[src/sv/afu_pkg.sv]
// Shared types, constants and elaboration-time functions of the activation function unit.
// Holds the knot-building arithmetic used by afu_pwl. Depends on nothing.
package afu_pkg;

    localparam int SEGMENTS_DEF      = 32;
    localparam int FRACTION_BITS_DEF = 12;
    localparam int SLOPE_BITS        = 12;
    localparam int VALUE_W           = 16;
    localparam int CFG_INDEX_W       = 1;
    localparam int CFG_DATA_W        = 12;

    localparam logic [SLOPE_BITS-1:0] LEAK_DEFAULT = 12'd41;

    localparam logic [CFG_INDEX_W-1:0] CFG_KIND  = 1'b0;
    localparam logic [CFG_INDEX_W-1:0] CFG_SLOPE = 1'b1;

    localparam logic CMD_FWD   = 1'b0;
    localparam logic CMD_DERIV = 1'b1;

    typedef enum logic [1:0] {
        KIND_RELU  = 2'd0,
        KIND_LEAKY = 2'd1,
        KIND_TANH  = 2'd2,
        KIND_SIG   = 2'd3
    } t_kind;

    typedef struct packed {
        logic                 is_sig;
        logic                 neg;
        logic [VALUE_W-1:0]   mag;
    } t_pwl_in;

    localparam logic [63:0] Q30_ONE  = 64'd1 << 30;
    localparam logic [63:0] Q30_MASK = Q30_ONE - 64'd1;

    // restoring long division, elaboration only
    function automatic logic [63:0] udiv64(input logic [63:0] num, input logic [63:0] den);
        logic [64:0] rem;
        logic [63:0] quo;
        rem = '0;
        quo = '0;
        for (int b = 63; b >= 0; b--) begin
            rem = {rem[63:0], num[b]};
            if (rem >= {1'b0, den}) begin
                rem    = rem - {1'b0, den};
                quo[b] = 1'b1;
            end
        end
        return quo;
    endfunction

    // e^f, f in [0, 1], Q30
    function automatic logic [63:0] exp_frac(input logic [63:0] f);
        logic [63:0] term;
        logic [63:0] sum;
        term = Q30_ONE;
        sum  = Q30_ONE;
        for (int i = 1; i <= 24; i++) begin
            term = udiv64((term * f) >> 30, 64'(i));
            sum  = sum + term;
        end
        return sum;
    endfunction

    // sigmoid(x), x >= 0, Q30 in and out
    function automatic logic [63:0] sig_q30(input logic [63:0] x);
        logic [63:0] n;
        logic [63:0] fr;
        logic [63:0] inv_e;
        logic [63:0] em;
        logic [63:0] den;
        n     = x >> 30;
        fr    = x & Q30_MASK;
        den   = exp_frac(Q30_ONE);
        inv_e = udiv64(Q30_ONE << 30, den);
        den   = exp_frac(fr);
        em    = udiv64(Q30_ONE << 30, den);
        for (int i = 0; 64'(i) < n; i++) begin
            em = (em * inv_e) >> 30;
        end
        den = Q30_ONE + em;
        return udiv64(Q30_ONE << 30, den);
    endfunction

    function automatic logic [63:0] to_frac(input logic [63:0] v, input int fb);
        return (v + (64'd1 << (29 - fb))) >> (30 - fb);
    endfunction

endpackage

[src/sv/afu_pwl.sv]
// Piecewise-linear tanh / sigmoid evaluation on a magnitude, three register stages.
// Knot tables are built at elaboration from afu_pkg functions.
module afu_pwl #(
    parameter int SEGMENTS      = afu_pkg::SEGMENTS_DEF,
    parameter int FRACTION_BITS = afu_pkg::FRACTION_BITS_DEF
) (
    input  logic                   i_clk,
    input  logic                   i_en,
    input  afu_pkg::t_pwl_in       i_in,
    output logic [FRACTION_BITS:0] o_val
);

    localparam int KW = FRACTION_BITS + 1;
    localparam int IW = $clog2(SEGMENTS + 1);
    localparam int SH = FRACTION_BITS + 3;
    localparam int PW = afu_pkg::VALUE_W + IW;
    localparam int MW = KW + SH + 1;
    localparam logic [KW-1:0] ONE  = {1'b1, {FRACTION_BITS{1'b0}}};
    localparam logic [IW-1:0] LAST = IW'(SEGMENTS);

    logic [KW-1:0] w_sig_tab  [SEGMENTS+1];
    logic [KW-1:0] w_tanh_tab [SEGMENTS+1];

    for (genvar gk = 0; gk <= SEGMENTS; gk++) begin : g_knot
        localparam logic [63:0] XS  = (64'(gk) << 33) / SEGMENTS;
        localparam logic [63:0] XS2 = (64'(gk) << 34) / SEGMENTS;
        localparam logic [KW-1:0] SIG_K =
            KW'(afu_pkg::to_frac(afu_pkg::sig_q30(XS), FRACTION_BITS));
        localparam logic [KW-1:0] TANH_K = KW'(afu_pkg::to_frac(
            (afu_pkg::sig_q30(XS2) << 1) - afu_pkg::Q30_ONE, FRACTION_BITS));
        assign w_sig_tab[gk]  = SIG_K;
        assign w_tanh_tab[gk] = TANH_K;
    end

    // stage B: segment index and knot lookup
    logic [PW-1:0] w_prod;
    logic [31:0]   w_idx32;
    logic          w_sat;
    logic [IW-1:0] w_idx;
    logic [IW-1:0] w_idx1;
    logic [KW-1:0] w_y0;
    logic [KW-1:0] w_y1;

    always_comb begin
        w_prod  = PW'(i_in.mag) * PW'(SEGMENTS);
        w_idx32 = 32'(w_prod >> SH);
        w_sat   = w_idx32 >= 32'(SEGMENTS);
        w_idx   = w_sat ? LAST : w_idx32[IW-1:0];
        w_idx1  = w_sat ? LAST : IW'(w_idx + IW'(1));
        w_y0    = i_in.is_sig ? w_sig_tab[w_idx]  : w_tanh_tab[w_idx];
        w_y1    = i_in.is_sig ? w_sig_tab[w_idx1] : w_tanh_tab[w_idx1];
    end

    logic [KW-1:0] r_b_y0;
    logic [KW-1:0] r_b_d;
    logic [SH-1:0] r_b_r;
    logic          r_b_mirror;
    logic [KW-1:0] r_c_y0;
    logic [MW-1:0] r_c_mul;
    logic          r_c_mirror;
    logic [KW-1:0] r_d_val;

    // stage D: rounding and mirror for negative sigmoid
    logic [MW-1:0] n_sum;
    logic [KW-1:0] n_t;
    logic [KW-1:0] n_val;

    always_comb begin
        n_sum = r_c_mul + MW'(1 << (SH - 1));
        n_t   = KW'(r_c_y0 + KW'(n_sum >> SH));
        n_val = r_c_mirror ? KW'(ONE - n_t) : n_t;
    end

    always_ff @(posedge i_clk) begin
        if (i_en) begin
            r_b_y0     <= w_y0;
            r_b_d      <= KW'(w_y1 - w_y0);
            r_b_r      <= w_sat ? '0 : w_prod[SH-1:0];
            r_b_mirror <= i_in.is_sig && i_in.neg;
            r_c_y0     <= r_b_y0;
            r_c_mul    <= MW'(r_b_d) * MW'(r_b_r);
            r_c_mirror <= r_b_mirror;
            r_d_val    <= n_val;
        end
    end

    assign o_val = r_d_val;

endmodule

[src/sv/activation_function_unit.sv]
// Top level of the activation function unit: handshake, configuration and result stages.
// Depends on afu_pkg and afu_pwl.
//
// Use: one signed element and a command bit enter per beat on i_valid / o_stall;
// one result leaves per beat on o_valid / i_stall. The command picks the forward
// value or the derivative of the function set by register 0 (relu, leaky relu,
// tanh, sigmoid); register 1 holds the leaky slope, unsigned Q0.12.
// Configuration is written through i_cfg_we / i_cfg_index / i_cfg_data; the user
// must do so only while idle, as the block does not enforce it. Throughput: one beat
// per cycle while i_stall does not hold the output. The beat crosses six register stages
// (decode, knot lookup, interpolation multiply, rounding, square, output register) and
// the first of them loads on the edge that takes the input beat.
// Reset clears all valid bits, sets the function to relu and the slope to 41.
// The pipeline advances as one: while the output register holds a beat under
// i_stall, every stage holds and o_stall is raised; nothing is dropped or repeated.
// Tanh and sigmoid saturate at the knot value for magnitudes of 8 and above.
module activation_function_unit #(
    parameter int SEGMENTS      = afu_pkg::SEGMENTS_DEF,
    parameter int FRACTION_BITS = afu_pkg::FRACTION_BITS_DEF
) (
    input  logic                                i_clk,
    input  logic                                i_rst_n,
    input  logic                                i_cfg_we,
    input  logic [afu_pkg::CFG_INDEX_W-1:0]     i_cfg_index,
    input  logic [afu_pkg::CFG_DATA_W-1:0]      i_cfg_data,
    input  logic                                i_valid,
    output logic                                o_stall,
    input  logic                                i_command,
    input  logic signed [afu_pkg::VALUE_W-1:0]  i_input_value,
    output logic                                o_valid,
    input  logic                                i_stall,
    output logic signed [afu_pkg::VALUE_W-1:0]  o_result_value
);

    localparam int KW = FRACTION_BITS + 1;
    localparam int RW = afu_pkg::VALUE_W + 2;
    localparam int SB = afu_pkg::SLOPE_BITS;
    localparam int LW = afu_pkg::VALUE_W + SB;
    localparam int NS = 5;
    localparam logic [KW-1:0] ONE = {1'b1, {FRACTION_BITS{1'b0}}};
    localparam logic signed [RW-1:0] ONE_R   = RW'(ONE);
    localparam logic signed [RW-1:0] RES_MAX = RW'(32767);
    localparam logic signed [RW-1:0] RES_MIN = -RW'(32768);

    typedef struct packed {
        logic                                cmd;
        afu_pkg::t_kind                      kind;
        logic signed [afu_pkg::VALUE_W-1:0]  x;
        logic [afu_pkg::VALUE_W-1:0]         mag;
        logic [LW-1:0]                       leak;
    } t_side;

    // configuration
    afu_pkg::t_kind  r_kind;
    logic [SB-1:0]   r_slope;

    always_ff @(posedge i_clk) begin
        if (!i_rst_n) begin
            r_kind  <= afu_pkg::KIND_RELU;
            r_slope <= afu_pkg::LEAK_DEFAULT;
        end else if (i_cfg_we) begin
            case (i_cfg_index)
                afu_pkg::CFG_KIND:  r_kind  <= afu_pkg::t_kind'(i_cfg_data[1:0]);
                afu_pkg::CFG_SLOPE: r_slope <= i_cfg_data[SB-1:0];
                default: ;
            endcase
        end
    end

    // pipeline control
    logic          w_en;
    logic [NS-1:0] r_vld;
    logic          r_out_valid;

    assign w_en    = !(r_out_valid && i_stall);
    assign o_stall = !w_en;
    assign o_valid = r_out_valid;

    always_ff @(posedge i_clk) begin
        if (!i_rst_n) begin
            r_vld       <= '0;
            r_out_valid <= 1'b0;
        end else if (w_en) begin
            r_vld       <= {r_vld[NS-2:0], i_valid};
            r_out_valid <= r_vld[NS-1];
        end
    end

    // stage A decode
    t_side n_side;

    always_comb begin
        n_side      = '0;
        n_side.cmd  = i_command;
        n_side.kind = r_kind;
        n_side.x    = i_input_value;
        n_side.mag  = i_input_value[afu_pkg::VALUE_W-1]
                      ? (afu_pkg::VALUE_W)'(-i_input_value) : i_input_value;
    end

    t_side r_sd [NS];
    t_side n_sd1;

    // leaky magnitude product joins the side data at stage B
    always_comb begin
        n_sd1      = r_sd[0];
        n_sd1.leak = LW'(r_sd[0].mag) * LW'(r_slope);
    end

    afu_pkg::t_pwl_in      w_pwl_in;
    logic [KW-1:0]         w_pwl_val;

    assign w_pwl_in.is_sig = r_sd[0].kind == afu_pkg::KIND_SIG;
    assign w_pwl_in.neg    = r_sd[0].x[afu_pkg::VALUE_W-1];
    assign w_pwl_in.mag    = r_sd[0].mag;

    afu_pwl #(
        .SEGMENTS      (SEGMENTS),
        .FRACTION_BITS (FRACTION_BITS)
    ) u_pwl (
        .i_clk (i_clk),
        .i_en  (w_en),
        .i_in  (w_pwl_in),
        .o_val (w_pwl_val)
    );

    logic [KW-1:0]   r_v;
    logic [2*KW-1:0] r_sq;

    // final stage
    logic [2*KW:0]              w_sq_sum;
    logic [KW:0]                w_sqf;
    logic [LW:0]                w_leak_sum;
    logic [afu_pkg::VALUE_W:0]  w_leak_mag;
    logic [SB+FRACTION_BITS:0]  w_slope_sum;
    logic [KW-1:0]              w_slope_d;
    logic signed [RW-1:0]       w_x;
    logic                       w_pos;
    logic                       w_neg;
    logic signed [RW-1:0]       n_res;
    logic signed [afu_pkg::VALUE_W-1:0] n_result;
    logic signed [afu_pkg::VALUE_W-1:0] r_result;

    always_comb begin
        w_sq_sum    = (2*KW+1)'(r_sq) + (2*KW+1)'(1 << (FRACTION_BITS - 1));
        w_sqf       = (KW+1)'(w_sq_sum >> FRACTION_BITS);
        w_leak_sum  = (LW+1)'(r_sd[NS-1].leak) + (LW+1)'(1 << (SB - 1));
        w_leak_mag  = (afu_pkg::VALUE_W+1)'(w_leak_sum >> SB);
        w_slope_sum = ((SB+FRACTION_BITS+1)'(r_slope) << FRACTION_BITS)
                      + (SB+FRACTION_BITS+1)'(1 << (SB - 1));
        w_slope_d   = KW'(w_slope_sum >> SB);
        w_x         = RW'(r_sd[NS-1].x);
        w_neg       = r_sd[NS-1].x[afu_pkg::VALUE_W-1];
        w_pos       = !w_neg && (r_sd[NS-1].x != '0);
        n_res       = '0;
        case (r_sd[NS-1].kind)
            afu_pkg::KIND_RELU: begin
                if (r_sd[NS-1].cmd == afu_pkg::CMD_DERIV) begin
                    n_res = w_pos ? ONE_R : '0;
                end else begin
                    n_res = w_pos ? w_x : '0;
                end
            end
            afu_pkg::KIND_LEAKY: begin
                if (r_sd[NS-1].cmd == afu_pkg::CMD_DERIV) begin
                    n_res = w_pos ? ONE_R : RW'(w_slope_d);
                end else begin
                    n_res = w_neg ? -RW'(w_leak_mag) : w_x;
                end
            end
            afu_pkg::KIND_TANH: begin
                if (r_sd[NS-1].cmd == afu_pkg::CMD_DERIV) begin
                    n_res = ONE_R - RW'(w_sqf);
                end else begin
                    n_res = w_neg ? -RW'(r_v) : RW'(r_v);
                end
            end
            afu_pkg::KIND_SIG: begin
                if (r_sd[NS-1].cmd == afu_pkg::CMD_DERIV) begin
                    n_res = RW'(r_v) - RW'(w_sqf);
                end else begin
                    n_res = RW'(r_v);
                end
            end
            default: n_res = '0;
        endcase
        if (n_res > RES_MAX) begin
            n_result = RES_MAX[afu_pkg::VALUE_W-1:0];
        end else if (n_res < RES_MIN) begin
            n_result = RES_MIN[afu_pkg::VALUE_W-1:0];
        end else begin
            n_result = n_res[afu_pkg::VALUE_W-1:0];
        end
    end

    always_ff @(posedge i_clk) begin
        if (w_en) begin
            r_sd[0] <= n_side;
            r_sd[1] <= n_sd1;
            for (int i = 2; i < NS; i++) begin
                r_sd[i] <= r_sd[i-1];
            end
            r_v      <= w_pwl_val;
            r_sq     <= (2*KW)'(w_pwl_val) * (2*KW)'(w_pwl_val);
            r_result <= n_result;
        end
    end

    assign o_result_value = r_result;

    // checks
    a_freeze: assert property (@(posedge i_clk) disable iff (!i_rst_n)
        (r_out_valid && i_stall) |=> $stable(r_vld))
        else $error("pipeline moved while output held");

    a_enter: assert property (@(posedge i_clk) disable iff (!i_rst_n)
        (i_valid && !o_stall) |=> r_vld[0])
        else $error("accepted beat lost at entry");

    a_reset: assert property (@(posedge i_clk)
        !i_rst_n |=> !o_valid)
        else $error("output valid after reset");

    a_pwl_range: assert property (@(posedge i_clk) disable iff (!i_rst_n)
        r_vld[NS-1] |-> (r_v <= ONE))
        else $error("table value above one");

endmodule
[config.mk]
export PLATFORM = sky130hd
export DESIGN_NAME = activation_function_unit
export DESIGN_NICKNAME = d
export VERILOG_FILES = /design/src/sv/afu_pkg.sv /design/src/sv/afu_pwl.sv /design/src/sv/activation_function_unit.sv
export SDC_FILE = /design/constraint.sdc
export NUM_CORES = 2
export LEC_CHECK = 0
export BUFFER_PORTS_ARGS = -buffer_cell sky130_fd_sc_hd__buf_2
export CAP_MARGIN = 10
export CORE_ASPECT_RATIO = 0.9
export CORE_MARGIN = 5
export CORE_UTILIZATION = 55
export DETAILED_ROUTE_END_ITERATION = 7
export PLACE_DENSITY = 0.82
export SYNTH_ARGS = -nofsm -noshare
export SYNTH_HDL_FRONTEND = slang
export SYNTH_SLANG_ARGS = --single-unit
[constraint.sdc]
create_clock -name i_clk -period 14.6 [get_ports i_clk]
set_input_delay 0.73 -clock i_clk [delete_from_list [all_inputs] [get_ports i_clk]]
set_output_delay 0.73 -clock i_clk [all_outputs]
set_load 0.01 [all_outputs]
* Word-level counts from Yosys, hierarchy flattened
Memories as Yosys holds them, arrays and structs flattened.
Cells that the tools add are included.
W data, S select, Z words.
** Storage, ports and cells
- RAM bits :: 315
- Input port bits :: 35
- Latch bits :: 0
- Word-level logic and storage cells :: 83
- Bits in read-only memories :: 3328
- Output and inout bits :: 18
- Memories :: 5
- Register bits :: 172
** Operators by class
- Reduce and logical (&&, ||, !) cells :: 8
- $lt $le $gt $ge :: 5
- Multiplexer cells :: 26
- Bitwise operators :: 3
- Multiply operators :: 3
- Shifts and indexed selects :: 0
- $add $sub $neg :: 13
- Eq/ne operators :: 4
- Div/mod/pow operators :: 0
** Memory list
- (no name shown) :: depth 64, bits a word 13, rd ports 1, clocked after memory_dff 0, write ports 0, line afu_pwl.sv:51 : w_y1 = i_in.is_sig ? w_sig_tab[w_idx1] : w_tanh_tab[w_idx1];
- (no name shown) :: depth 64, bits a word 13, rd ports 1, clocked after memory_dff 0, write ports 0, line afu_pwl.sv:50 : w_y0 = i_in.is_sig ? w_sig_tab[w_idx] : w_tanh_tab[w_idx];
- (no name shown) :: depth 64, bits a word 13, rd ports 1, clocked after memory_dff 0, write ports 0, line afu_pwl.sv:50
- (no name shown) :: depth 64, bits a word 13, rd ports 1, clocked after memory_dff 0, write ports 0, line afu_pwl.sv:51
- r_sd :: depth 5, bits a word 63, rd ports 5, clocked after memory_dff 0, write ports 5, line activation_function_unit.sv:101 : t_side r_sd [NS];
** Operators with widths (count)
- $mux W13 :: 13
- $mux W18 :: 7
- $pmux W18 S4 :: 1
- $mux W16 :: 2
- $add A28 B12 Y29 const B :: 1
- $add A28 B15 Y28 const B :: 1
- $mul A13 B15 Y28 :: 1
- $mul A16 B12 Y28 :: 1
- $add A26 B12 Y26 const B :: 1
- $mul A13 B13 Y26 :: 1
- $add A24 B12 Y25 const B :: 1
- $gt A18 B16 Y1 const B :: 1
- $lt A18 B16 Y1 const B :: 1
- $neg A13 Y18 :: 1
- $neg A17 Y18 :: 1
- $neg A16 Y16 :: 1
- $reduce_bool A16 Y1 :: 1
- $sub A13 B14 Y15 :: 1
- $sub A13 B14 Y15 const A :: 1
- $ge A7 B7 Y1 const B :: 2
- $not A6 Y7 :: 2
- $add A13 B13 Y13 :: 1
- $sub A13 B13 Y13 :: 1
- $sub A13 B13 Y13 const A :: 1
- 11 further kinds :: 17

* Logic depth before layout (Yosys ltp)
An unclocked memory read counts as a cell.
- Word-level depth :: 11
- Depth in mapped cells :: 33

* Hierarchy
Synthesis repeated with hierarchy kept, for this count alone.
** Second synthesis, totals
- Cells, all modules :: 3273
- Area, all modules :: 31724.2 sq um
** Modules (own cells, without submodules)
- activation_function_unit :: area each 21748.4 sq um, cells an instance 2149, instances 1
- afu_pwl :: area each 9975.8 sq um, cells an instance 1124, instances 1

* Worst setup path after synthesis
Ideal clock, no wire load.
- Kind :: input-to-reg
- Start :: in i_stall
- End :: reg r_out_valid (netlist: o_valid)
- Stages on the path :: 3
- Required time :: 14474 ps
- Arrival :: 9110 ps
- Slack :: 5364 ps
- Setup time :: 126 ps
- Cells stage by stage :: nand2_1 -> inv_1 -> o21a_1
** On the way
- Longest elaborated chain between the ends :: 1
** Ends and longest elaborated chain
- start, declared :: line activation_function_unit.sv:31 : input logic i_stall,
- $logic_and A1 B1 Y1 :: line activation_function_unit.sv:75 : assign w_en = !(r_out_valid && i_stall);
- net o_stall :: line activation_function_unit.sv:27 : output logic o_stall,
- end signal, assigned :: line activation_function_unit.sv:85 : r_out_valid <= r_vld[NS-1];
- end, declared :: line activation_function_unit.sv:73 : logic r_out_valid;
The timed path passes the listed nets, and every way through them passes these cells.
A chain may end at the register's enable or synchronous reset.

* Worst setup path in the final report
- Start :: reg u_pwl.r_d_val[1] (netlist: u_pwl.o_val[1])
- End :: reg r_sq[25], data pin
** On the way
- Longest elaborated chain between the ends :: 1
** Ends and longest elaborated chain
- start, declared :: line afu_pwl.sv:61 : logic [KW-1:0] r_d_val;
- start signal, assigned :: line afu_pwl.sv:83 : r_d_val <= n_val;
- $mul A13 B13 Y26 :: line activation_function_unit.sv:204 : r_sq <= (2*KW)'(w_pwl_val) * (2*KW)'(w_pwl_val);
- end signal, assigned :: line activation_function_unit.sv:204
- end, declared :: line activation_function_unit.sv:128 : logic [2*KW-1:0] r_sq;
Every way passes these cells.

==> summary.md <==
| Metric | Value |
|---|---|
| Post-synth cell types | `96` |
| GRT busiest layer | `met2` |
| Crit path required time | `approximately 15 ns` |
| MaxCap Viol Count | `0` |
| RSZ-0062 raised after global routing | `no` |
| R2R Setup Slk | `slightly below 8 ns` |
| Antenna violations before repair | `0` |
| Largest net degree at the start of global routing | `81` |
| Total number of vias | `approximately 22000` |
| Top post-synthesis cells by area | `edfxtp_1, fa_1, ha_1` |
| Setup crit end kind | `flip-flop` |
| Clock Skews | `0.00829 ns` |
| Worst-Margin Slew | `between 1 and 1.5 ns` |
| Crit path cell chain | `and2_1 > fa_1 > inv_1 > fa_1 > inv_1 > fa_1 > inv_1 > fa_1 > fa_1 > inv_1 > ha_1 > a21o_1 > a21o_1 > a221o_1 > a21o_1 > a221o_1 > nand2_1 > a211oi_1 > or2_1 > o41a_1 > a21o_1 > a21oi_1 > xnor2_1` |
| Routing usage on met1 | `a little under a third` |
| Row count | `between 80 and 90` |
| Met3 usage | `under 10%` |
| Final WL | `about 65 mm` |
| Arrival @ worst endpoint | `~7.2 ns` |
| Clk_lat worst skew | `approximately 0.59 ns` |
| DIE AREA | `60900 um^2` |
| DRT iter0 DRCs | `2118` |
| Post-Syn Area | `roughly 31000 um^2` |
| Clock-pin slew on the worst setup and hold paths | `~0.060 ns` |
| Ratio of cells with drive above 1 in the final layout | `approximately 5.0%` |
| Worst Reg-to-Reg Cells | `23` |
| Setup TNS | `0 ns` |
| Synth top area share | `between 20% and 30%` |
| IO Port Bufs | `between 50 and 60` |
| Ys Warns | `0` |
| GP Congestion | `between 0.9 and 1` |
| Synthesized flop and latch total | `320` |
| Global-route wire length before repair | `roughly 110 mm` |
| Wire length per cell | `roughly 17 um` |
| GRT met2 Usage | `35.8%` |
| Crit-path max cell delay | `roughly 0.61 ns` |
| Worst hold path type | `input port to flip-flop` |
| Final count of negative-setup-slack endpoints | `0` |
| Global route overflow | `0` |
| Detail Placement HPWL | `a little under 50 mm` |
| Final period util | `between 40% and 50%` |
| Crit Path Max Fanout | `16` |
| Die width | `between 200 and 300 um` |
| Total GRT Usage | `~22%` |
| Die height | `around 230 um` |
| Startpoint Class | `flip-flop` |
| Post-CTS Setup Bufs | `0` |
| Mean Syn Cell Area | `between 9 and 10 um^2` |
| Slowest-stage cell, CP | `edfxtp_1` |
| Outcome | `completed` |
| Post_cts resized | `0` |
| Ys async rst share | `0%` |
| Core region area | `~56000 um^2` |
| DRC | `0` |
| CTS tree | `done` |
| Vias per cell | `5.58` |
| Hold path depth | `1` |
| Minimum clock period | `6.88 ns` |
| Post-synthesis sequential area ratio | `between 30 and 40%` |
| Diode count | `0` |
| # nets final | `3716` |
| Hold-fix buffers, CTS | `0` |
| Routed Antenna Nets | `0` |
| Most common cell on crit path | `fa_1` |
| Drt pass-1 iters | `6` |
| Initial Util | `between 50% and 60%` |
| Highest Clock Rate | `between 100 and 150 MHz` |
| Root Driver | `clkbuf_16` |
| Filler instances | `roughly 4500` |
| EDFF count, synth | `300` |
| H-tree levels | `1` |
| Max-slew headroom | `about 31%` |
| Number of global-route vias before repair | `roughly 22000` |
| CTS buffer count | `31` |
| Setup CP Type | `flip-flop to flip-flop` |
| Cell count after synthesis | `roughly 3200` |
| Area grow syn2layout | `5.86%` |
| Main synth FF type | `edfxtp_1` |
| Slew Viols, Final | `0` |
| Net Count, Synth | `3770` |
| # IOs | `53` |
| Deepest clock path buffer count | `3` |
| Final hold violations | `0` |
| Area leader, netlist | `edfxtp_1` |
| Clk sink count | `320` |
critical path: cells and delay by family (launching register included):
family,cells,cell delay (ns)
AO/OA/AOI/OAI,9,2.14
buffers and inverters,4,0.21
AND/OR/NAND/NOR,3,0.70
XOR/XNOR,1,0.09
adder cells (fa/ha/maj),6,2.88
flip-flops,1,0.61
cell families (layout without fill, tap and decap cells):
logic type / after synthesis / in the layout / share of synthesized area [%]
AO/OA/AOI/OAI: 461 / 461 / 9.74
flip-flops: 320 / 320 / 30.5
XOR/XNOR: 189 / 189 / 5.47
adder cells (fa/ha/maj): 566 / 566 / 30.9
buffers and inverters: 684 / 655 / 8.40
AND/OR/NAND/NOR: 941 / 941 / 14.5
multiplexers: 14 / 14 / 0.548
synthesized netlist by cell type, drive strengths merged (13+ instances only):
master,number
inv,524
nand2,414
fa,325
edfxtp,300
ha,235
and2,157
nor2,149
a21oi,135
clkbuf,135
xnor2,122
o21ai,108
xor2,66
nand3,49
nor3,34
nor2b,31
a21boi,24
a21o,24
a211oi,23
buf,22
dfxtp,20
nand2b,20
and3,18
a31oi,17
o21a,15
o211ai,13
or2,13
per-layer routing:
| metal | part of all wire, % | wire, um |
|---|---|---|
| met3 | 8.5 | 5550 |
| met4 | 2.4 | 1590 |
| met1 | 43 | 28000 |
| met2 | 46 | 30400 |
| met5 | 0 | 0 |
path summary, 6_finish.rpt:
kind,from,to
min reg2reg,u_pwl.r_b_y0[5],u_pwl.r_c_y0[5]
max,u_pwl.o_val[1],r_sq[25]
min,i_command,r_sd[0][62]
max reg2reg,u_pwl.o_val[1],r_sq[25]
per-stage QoR:
stage / cells / util, % / hold slack, ns / setup WS, ns / area (um^2)
5_1_grt: 3902 / 58.7 / 0.307 / 7.31 / 32600
3_3_place_gp: 3844 / 56.7 / 0.401 / 7.89 / 31500
2_1_floorplan: 3175 / - / 0.400 / 5.36 / 30800
6_report: 3902 / 58.7 / 0.327 / 7.72 / 32600
3_5_place_dp: 3844 / 56.7 / 0.405 / 7.72 / 31500
4_1_cts: 3902 / 58.7 / 0.305 / 7.71 / 32600
layout by cell type (no fill, tap or decap), drive strengths merged, types with 108 or more instances in the layout:
cell type and instances:
nor2 149, edfxtp 300, nand2 414, a21oi 135, xnor2 122, o21ai 108
fa 325, inv 528, and2 157, ha 235
registers in the layout, summed over array words and instances (netlist names):
name	count
u_pwl.r_c_y0	13
u_pwl.o_val	13
u_pwl.r_b_mirror	1
u_pwl.r_b_y0	13
r_slope	12
r_sq	15
u_pwl.r_c_mul	14
r_v	13
o_valid	1
u_pwl.r_c_mirror	1
r_sd	178
r_kind	2
r_vld	5
u_pwl.r_b_r	10
o_result_value	16
u_pwl.r_b_d	13
layout make-up:
| cell class | instances | area [um^2] | area share (%) |
|---|---|---|---|
| multi-input cells | 2171 | 18800 | 57.7 |
| flip-flops and latches | 320 | 9410 | 28.8 |
| inverters | 527 | 1980 | 6.07 |
| well taps | 756 | 946 | 2.90 |
| clock buffers | 32 | 779 | 2.39 |
| repair buffers | 70 | 395 | 1.21 |
| clock inverters | 26 | 287 | 0.879 |
Power is not shown: default switching activity piles up to over one toggle a cycle in this logic, so the estimate is an artifact.
